==> src/design/dlvs_pkg.sv <==
// Shared types and constants for the dual latching valve sequencer.
package dlvs_pkg;

   localparam int NUM_VALVES = 2;
   localparam int TIMER_BITS = 16;
   localparam int CHANGE_TIME_BITS = 16;
   localparam int CMP_BITS = (TIMER_BITS > CHANGE_TIME_BITS) ? TIMER_BITS : CHANGE_TIME_BITS;
   localparam logic [CHANGE_TIME_BITS-1:0] CHANGE_TIME_RESET = 16'd1000;

   typedef enum logic [2:0] {
      POS_UNKNOWN = 3'd0,
      POS_AT_A    = 3'd1,
      POS_AT_B    = 3'd2,
      POS_TO_A    = 3'd3,
      POS_TO_B    = 3'd4
   } pos_type;

   typedef enum logic [1:0] {
      FUNC_TICK   = 2'd0,
      FUNC_MOVE_A = 2'd1,
      FUNC_MOVE_B = 2'd2,
      FUNC_TOGGLE = 2'd3
   } func_type;

   typedef struct packed {
      func_type func;
      logic     valve_index;
   } req_type;

   typedef struct packed {
      pos_type first_valve_state;
      pos_type second_valve_state;
      logic    first_drive_a;
      logic    first_drive_b;
      logic    second_drive_a;
      logic    second_drive_b;
      logic    driver_awake;
      logic    any_moving;
   } rsp_type;

   // Per-valve update request, decoded once at the top level.
   typedef struct packed {
      logic     accept;
      logic     selected;
      func_type func;
   } valve_ctl_type;

endpackage

==> src/design/dlvs_valve.sv <==
// One valve: position and pulse timer registers with their update logic.
module dlvs_valve
   import dlvs_pkg::*;
(
   input  logic                        clock,
   input  logic                        reset,
   input  valve_ctl_type               ctl,
   input  logic [CHANGE_TIME_BITS-1:0] change_time,
   output pos_type                     pos_next
);

   localparam logic [TIMER_BITS-1:0] ELAPSED_MAX = '1;

   pos_type               pos_ff;
   pos_type               pos_in;
   logic [TIMER_BITS-1:0] elapsed_ff;
   logic [TIMER_BITS-1:0] elapsed_in;

   always_comb begin
      logic                  moving;
      logic [TIMER_BITS-1:0] count;
      pos_type               tgt_moving;
      pos_type               tgt_at;
      moving     = (pos_ff == POS_TO_A) || (pos_ff == POS_TO_B);
      count      = elapsed_ff;
      tgt_moving = POS_TO_A;
      tgt_at     = POS_AT_A;
      pos_in     = pos_ff;
      elapsed_in = elapsed_ff;
      if (ctl.func == FUNC_TICK) begin
         if (moving) begin
            if (elapsed_ff != ELAPSED_MAX) begin
               count = elapsed_ff + 1'b1;
            end
            elapsed_in = count;
            if (CMP_BITS'(count) >= CMP_BITS'(change_time)) begin
               pos_in = (pos_ff == POS_TO_A) ? POS_AT_A : POS_AT_B;
            end
         end
      end else if (ctl.selected) begin
         case (ctl.func)
            FUNC_MOVE_B: begin
               tgt_moving = POS_TO_B;
               tgt_at     = POS_AT_B;
            end
            FUNC_TOGGLE: begin
               // toggle heads away from A; from unknown or B it heads to A
               if ((pos_ff == POS_AT_A) || (pos_ff == POS_TO_A)) begin
                  tgt_moving = POS_TO_B;
                  tgt_at     = POS_AT_B;
               end
            end
            default: begin
               tgt_moving = POS_TO_A;
               tgt_at     = POS_AT_A;
            end
         endcase
         if ((pos_ff != tgt_moving) && (pos_ff != tgt_at)) begin
            pos_in     = tgt_moving;
            elapsed_in = '0;
         end
      end
   end

   always_ff @(posedge clock) begin
      if (reset) begin
         pos_ff     <= POS_UNKNOWN;
         elapsed_ff <= '0;
      end else if (ctl.accept) begin
         pos_ff     <= pos_in;
         elapsed_ff <= elapsed_in;
      end
   end

   assign pos_next = pos_in;

endmodule

==> src/design/dual_latching_valve_sequencer_unit.sv <==
// Top level of the dual latching valve sequencer: valves, driver line and result buffer.
//
// Usage: each transaction on the req_ channel is either a tick (one time unit passes
// for every moving valve) or a command (move to A, move to B, toggle) for the valve
// given by valve_index. Every request transaction yields exactly one rsp_ transaction
// carrying both valve states, the four coil drive lines, the driver wake line and the
// moving flag as they stand after that request.
// csr_wr_en with csr_wr_data sets the pulse length in ticks; write it only when idle.
// Each result is registered into the main entry, or the skid entry on a stall.
// Throughput is one request per cycle while the skid entry is empty; the valve update
// is a single pass of logic between the state registers and a two-entry result buffer.
// Reset puts both valves in the unknown state, clears the timers, puts the driver
// to sleep and sets the pulse length to 1000 ticks.
// When the receiver stalls, one further request is taken into the skid entry;
// req_ready then drops until the skid entry drains.
module dual_latching_valve_sequencer_unit
   import dlvs_pkg::*;
(
   input  logic                        clock,
   input  logic                        reset,
   input  logic                        req_valid,
   output logic                        req_ready,
   input  req_type                     req_payload,
   output logic                        rsp_valid,
   input  logic                        rsp_ready,
   output rsp_type                     rsp_payload,
   input  logic                        csr_wr_en,
   input  logic [CHANGE_TIME_BITS-1:0] csr_wr_data
);

   logic [CHANGE_TIME_BITS-1:0] change_time_ff;
   logic                        driver_on_ff;
   logic                        driver_on_in;
   pos_type                     pos_next [NUM_VALVES];
   logic                        accept;
   logic                        pop;
   logic                        moving_in;
   pos_type                     s0;
   pos_type                     s1;
   rsp_type                     result_in;
   rsp_type                     main_ff;
   rsp_type                     skid_ff;
   logic                        main_valid_ff;
   logic                        skid_valid_ff;

   assign req_ready = !skid_valid_ff;
   assign accept    = req_valid && req_ready;
   assign pop       = main_valid_ff && rsp_ready;

   for (genvar i = 0; i < NUM_VALVES; i++) begin : g_valve
      valve_ctl_type ctl;
      assign ctl.accept   = accept;
      assign ctl.selected = (int'(req_payload.valve_index) == i);
      assign ctl.func     = req_payload.func;
      dlvs_valve u_valve (
         .clock       (clock),
         .reset       (reset),
         .ctl         (ctl),
         .change_time (change_time_ff),
         .pos_next    (pos_next[i])
      );
   end

   always_comb begin
      moving_in = 1'b0;
      for (int i = 0; i < NUM_VALVES; i++) begin
         moving_in = moving_in || (pos_next[i] == POS_TO_A) || (pos_next[i] == POS_TO_B);
      end
   end

   // the driver is awake exactly while some valve moves; a command that starts a move wakes it
   assign driver_on_in = moving_in;

   assign s0 = pos_next[0];
   if (NUM_VALVES > 1) begin : g_second
      assign s1 = pos_next[NUM_VALVES > 1 ? 1 : 0];
   end else begin : g_no_second
      assign s1 = POS_UNKNOWN;
   end

   always_comb begin
      result_in.first_valve_state  = s0;
      result_in.second_valve_state = s1;
      result_in.first_drive_a      = (s0 == POS_TO_A);
      result_in.first_drive_b      = (s0 == POS_TO_B);
      result_in.second_drive_a     = (s1 == POS_TO_A);
      result_in.second_drive_b     = (s1 == POS_TO_B);
      result_in.driver_awake       = driver_on_in;
      result_in.any_moving         = moving_in;
   end

   always_ff @(posedge clock) begin
      if (reset) begin
         change_time_ff <= CHANGE_TIME_RESET;
         driver_on_ff   <= 1'b0;
      end else begin
         if (csr_wr_en) begin
            change_time_ff <= csr_wr_data;
         end
         if (accept) begin
            driver_on_ff <= driver_on_in;
         end
      end
   end

   // two-entry result buffer: main entry faces the receiver, skid entry absorbs a stall
   always_ff @(posedge clock) begin
      if (reset) begin
         main_valid_ff <= 1'b0;
         skid_valid_ff <= 1'b0;
      end else begin
         if (pop) begin
            if (skid_valid_ff) begin
               skid_valid_ff <= 1'b0;
            end else begin
               main_valid_ff <= accept;
            end
         end else if (accept) begin
            if (main_valid_ff) begin
               skid_valid_ff <= 1'b1;
            end else begin
               main_valid_ff <= 1'b1;
            end
         end
      end
   end

   always_ff @(posedge clock) begin
      if (pop && skid_valid_ff) begin
         main_ff <= skid_ff;
      end else if (accept && (pop || !main_valid_ff)) begin
         main_ff <= result_in;
      end
      if (accept && main_valid_ff && !pop) begin
         skid_ff <= result_in;
      end
   end

   assign rsp_valid   = main_valid_ff;
   assign rsp_payload = main_ff;

   a_skid_needs_main: assert property (@(posedge clock) disable iff (reset)
      skid_valid_ff |-> main_valid_ff)
      else $error("skid entry holds a result while main entry is empty");

   a_accept_gives_result: assert property (@(posedge clock) disable iff (reset)
      accept |=> rsp_valid)
      else $error("accepted request produced no result");

   a_driver_tracks_moving: assert property (@(posedge clock) disable iff (reset)
      rsp_valid |-> (rsp_payload.driver_awake == rsp_payload.any_moving))
      else $error("driver wake line differs from moving flag");

   a_state_tracks_driver: assert property (@(posedge clock) disable iff (reset)
      accept |=> (driver_on_ff == $past(moving_in)))
      else $error("driver register did not follow the valve states");

   a_coil_exclusive: assert property (@(posedge clock) disable iff (reset)
      rsp_valid |-> !(rsp_payload.first_drive_a && rsp_payload.first_drive_b)
                 && !(rsp_payload.second_drive_a && rsp_payload.second_drive_b))
      else $error("coil driven toward both sides");

endmodule
==> config.mk <==
export PLATFORM = sky130hd
export DESIGN_NAME = dual_latching_valve_sequencer_unit
export DESIGN_NICKNAME = d
export VERILOG_FILES = /design/src/design/dlvs_pkg.sv /design/src/design/dlvs_valve.sv /design/src/design/dual_latching_valve_sequencer_unit.sv
export SDC_FILE = /design/constraint.sdc
export NUM_CORES = 1
export LEC_CHECK = 0
export ABC_AREA = 1
export BUFFER_PORTS_ARGS = -buffer_cell sky130_fd_sc_hd__buf_2
export CORE_UTILIZATION = 59
export CTS_CLUSTER_DIAMETER = 80
export DETAILED_ROUTE_END_ITERATION = 6
export PLACE_DENSITY_LB_ADDON = 0.15
export SLEW_MARGIN = 5
export SYNTH_ARGS = -nofsm -noshare
export SYNTH_HDL_FRONTEND = slang
export SYNTH_SLANG_ARGS = --single-unit
==> constraint.sdc <==
create_clock -name clock -period 5.8 [get_ports clock]
set_clock_uncertainty 0.2 [all_clocks]
set_input_delay 0.29 -clock clock [delete_from_list [all_inputs] [get_ports clock]]
set_output_delay 0.29 -clock clock [all_outputs]
set_load 0.05 [all_outputs]
# Word level (Yosys, flattened, before mapping)
# Cells that the tools add are included.
# word_totals
reg_bits,79
in_bits,24
output_inout_bits,14
word_cells,125
# op_classes
addsub,2
order_cmp,2
eq_ne,22
mux,47
n_reduce_logical,30
# ops
operator,n
$mux W16,14
$mux W3,20
$add A16 B1 Y16 const B,2
$ge A16 B16 Y1,2
$ne A16 B16 Y1 const B,2
$mux W12,2
$pmux W3 S2,4
$eq A3 B2 Y1 const B,4
$eq A3 B3 Y1 const B,4
$ne A3 B3 Y1,4
$reduce_bool A2 Y1,5
$logic_and A1 B1 Y1,8
$logic_or A1 B1 Y1,8
$mux W2,4
$reduce_and A4 Y1,2
$eq A3 B1 Y1 const B,2
$ne A2 B1 Y1 const B,3
$eq A2 B2 Y1 const B,2
$reduce_and A2 Y1,2
$logic_not A1 Y1,3
$mux W1,3
$logic_not A2 Y1,1
$ne A2 B2 Y1 const B,1
$reduce_or A2 Y1,1

# Longest topological paths before layout
# depth
ltp_word,17
depth_mapped,26

# By module
# From an unflattened synthesis, not the netlist that was laid out.
# unflattened
cells_unflattened,734
hier_area_um2,5058.6
# modules_own_cells
mod,n_inst,cells_per_inst,area_per_inst_um2,seq_area_each_um2
dlvs_valve,2,290,1766.7,380.4
dual_latching_valve_sequencer_unit,1,154,1525.2,1021.0

# Worst setup path before layout
# No wires, ideal clock.
# synth_timing
path_type,register to register
startpoint,register g_valve[0].u_valve.elapsed_ff[0]
endpoint,"register main_ff (netlist bit rsp_payload[1]), data pin"
t_arrival_ns,2.703
setup_slack_ns,2.643
path_stages_with_launch,25
path_buffers,0
period_less_slack_ns,3.157
path_cell_list,dfxtp_1 ha_1 nand4_1 nor3_2 nand4_1 nand2_1 nor2_1 xor2_1 ha_1 nand2_1 nand2_1 nand2_1 nand2_1 nor2_1 nand2_1 nand2_1 nand2_1 a21oi_1 nand2_1 nand2_2 nor2_2 nor2_1 nand3_1 nand2_1 nand2_1
# synth_rtl
element,line,rtl
"start, declared",dlvs_valve.sv:16,logic [TIMER_BITS-1:0] elapsed_ff;
"start signal, assigned",dlvs_valve.sv:71,elapsed_ff <= elapsed_in;
"end signal, assigned",dual_latching_valve_sequencer_unit.sv:130,main_ff <= skid_ff;
"end signal, assigned",dual_latching_valve_sequencer_unit.sv:132,main_ff <= result_in;
"end, declared",dual_latching_valve_sequencer_unit.sv:41,rsp_type main_ff;

==> key figures <==
Route
  • Detailed Routing Iterations Pass 1: 5
  • Drt drc: 0
  • Post-Route WL: 10.7 mm
  • First-iteration detailed-routing DRC count: 201
  • Wire per inst: 13.3 um
  • Vias per cell: 5.35
  • Via count: between 4000 and 5000
  • Final ANT Viol Nets: 0

Synthesis
  • Post-synth EDFFs: 22
  • Post-synth top area share: 0.238
  • Top cells by area, synth: dfxtp_1 (24%), nand2_1 (15%), edfxtp_1 (14%)
  • Synth Register Bits: 78
  • Sequential area share after synthesis: 0.378
  • Proportion of synthesized area in mux cells: 0
  • Area share of xor/xnor cells in the synthesized design: 0.0353
  • Post-Synth Simple-Gate Area: 0.263
  • Synth warn: 0
  • Syn nets: 712
  • Post-Syn Area: 0.00472 mm2
  • Top FF cell, synth: dfxtp_1
  • Cell count after synthesis: approximately 650
  • Post-synth top area cell: dfxtp_1
  • Area share of fa/ha/maj cells after synthesis: 0.0902
  • Ys async rst share: 0
  • Syn_area_per_cell: 7.21 um2
  • Netlist cell types: 40
  • Main combinational cell family by area after synthesis: simple AND/OR/NAND/NOR gates
  • Compound-Gate Fraction of Synth Area: 0.153

Timing
  • Fin. Hold Viols: 0
  • Fin crit share: 0.675
  • Max Slew Vio Count: 0
  • Worst-Margin Slew: about 1 ns
  • Hold Slack: 0.0108 ns
  • Final worst setup slack: ~1.9 ns
  • RSZ-0062 raised after global routing: no
  • Relative slew slack: 0.342
  • Fin Setup TNS: 0 ns
  • Minimum clock period: between 3 and 4 ns
  • Peak Freq: 255 MHz
  • Final setup vio count: 0

Global routing
  • Grt ovf: 0
  • Initial antenna violation count: 0
  • Largest net degree at the start of global routing: 45
  • First-pass GRT wire length: around 18 mm
  • Vias in the first global route: 4156
  • GRT Overall Usage: 0.274

Min path
  • Hold Path Class: in2reg

Power and ir drop
  • P_leak: 2.45 nW
  • VDD IR-drop max: 0.000103 V
  • Total power: 1.22 mW
  • PD cells: 231 mW/mm2

Floorplanning
  • Initial Utilization: 0.611
  • I/O pins: 38
  • Die area: 0.00836 mm2
  • Die X: 91.4 um
  • Row cnt: 32
  • Die Height: 91.4 um
  • Core area: between 0.007 and 0.008 mm2

Placement
  • Hpwl dp: between 7 and 8 mm
  • PortBufs: 37
  • Final GP Congestion: about 0.87
  • Worst slack, placed: 1.96 ns
  • DP Cell Count: 778
  • Area post-placement: 0.00497 mm2

Final layout
  • Share of cells above drive strength 1: 0.117
  • Ant diodes: 0
  • Post-layout nets: approximately 750
  • Final Util: 0.682
  • Post-Layout Cell Count: 803
  • Final Cell Area: around 0.0053 mm2
  • Area growth syn-to-layout: 11.6%
  • Fill cell count: 673

Clocking
  • Root buf cell: clkbuf_8
  • Hold-fix buffers at CTS: 9
  • CTS Sinks: 78
  • CTS tree: yes
  • CTS max path bufs: 2
  • CTS resizes: 0
  • Worst-Skew Late Latency: 0.36 ns
  • Reg clk slew, reported paths: 0.09 ns
  • Total setup buffers inserted after CTS: 0
  • H-tree Lvls: 3
  • CTS buffer count: 9

Critical path
  • WS Path Type: reg2reg
  • Crit-path cells: ha_1 -> nand4_1 -> nor3_2 -> nand4_1 -> nand3_1 -> nor2_1 -> a21oi_1 -> ha_1 -> nand2_1 -> inv_1 -> nand2_1 -> nand2_1 -> nor2_1 -> nand2_1 -> nand2_1 -> nand2_1 -> a21oi_1 -> nand2_1 -> nand2_2 -> nor2_2 -> nor2_1 -> nand3_1 -> nand2_1 -> nand2_1
  • Crit Path Max Fanout: 4
  • Critical path endpoint category: flop
  • CP max stage delay: ~0.40 ns
  • CP arrival: ~3.8 ns
  • CP max-delay cell: dfxtp_1
  • Type of origin of the critical path: flop
  • CP required: 5.71 ns
  • Critical path's most frequent cell: nand2_1

Status
  • Status: finished, final reports clean

Flow run
  • Max-cap violations: 0
## logic make-up after synthesis
family / count (synthesis)
buf+inv: 99
compound gates: 131
fa+ha+maj: 34
xor+xnor: 19
simple gates: 293
flops: 78
## worst max-delay path: cells and delay by family (launching register included)
kind	cells	cell delay (ns)
AOI/OAI and AO/OA	2	0.37
adders and majority gates	2	0.52
buffers and inverters	1	0.04
DFF	1	0.40
and+or+nand+nor	19	2.10
## placed cells by master (no fill, tap or decap), types with 2 or more instances in the layout
cell type and n:
edfxtp_1 22, nor3_2 4, o21a_1 2, dfxtp_1 56, a21oi_1 75, xor2_1 13, buf_2 37, nor2_1 50
o21ai_1 6, nand2_1 186, ha_1 34, a21oi_2 2, nand2_2 5, a21o_1 4, nor2_2 2, or3_1 2
xnor2_1 6, o21bai_2 2, dlygate4sd3_1 9, nor3_1 8, clkbuf_8 9, inv_2 9, nand4_1 12, o21ai_0 30
clkinv_4 2, clkinv_2 2, a31oi_1 4, nand3_1 19, inv_1 74
## metal layers
layer  global-route usage  vias up  wire (um)  share of wire
met2                0.502       98       5360           0.50
met5                    0        -          0              0
li1                     -     2221          -              -
met3               0.0494       21        384          0.036
met1                0.310     1958       4690           0.44
met4                0.112        0        242          0.023
## synthesized netlist by cell type, types with 2 or more instances
library cell / number
dfxtp_1: 56
buf_2: 4
nand2_2: 5
nand4_1: 12
nor3_2: 4
inv_1: 74
xnor2_1: 6
nand2_1: 186
a31oi_1: 4
inv_2: 9
o21bai_2: 2
a21o_1: 4
ha_1: 34
nor2_1: 50
nor2_2: 2
a21oi_1: 75
edfxtp_1: 22
o21ai_1: 6
or3_1: 2
clkbuf_1: 9
xor2_1: 13
a21oi_2: 2
o21ai_0: 30
nor3_1: 8
o21a_1: 2
nand3_1: 19
## sequential cells by signal (all words and copies together) (netlist names)
name                        cells
g_valve.u_valve.pos_ff          6
skid_valid_ff                   1
g_valve.u_valve.elapsed_ff     32
rsp_valid                       1
rsp_payload                    11
change_time_ff                 16
skid_ff                        11
## worst paths after layout
kind	startpoint	to	slack, ns	cells past startpoint
max	g_valve[0].u_valve.elapsed_ff[0]	rsp_payload[1]	1.88	24
min	rsp_ready	skid_valid_ff	0.01	4
min reg2reg	g_valve[0].u_valve.elapsed_ff[11]	g_valve[0].u_valve.elapsed_ff[11]	0.28	2
max reg2reg	g_valve[0].u_valve.elapsed_ff[0]	rsp_payload[1]	1.88	24
## area by class of cell
class                   instances  area, um2  share of cell area
flip-flops and latches         78       1780               0.338
clock inverters                 5       57.6              0.0109
inverters                      84        315              0.0599
well taps                     102        128              0.0242
repair buffers                 46        275              0.0523
clock buffers                  11        153              0.0290
multi-input cells             477       2560               0.485
## power breakdown
part | leakage, nW | total, mW | switching (mW) | internal (mW)
Combinational | 1.68 | 0.186 | 0.134 | 0.0526
Clock | 0.108 | 0.431 | 0.206 | 0.225
Sequential | 0.666 | 0.600 | 0.0112 | 0.588
Total | 2.45 | 1.22 | 0.350 | 0.866
Note: power is estimated with default switching activity, not from simulation.
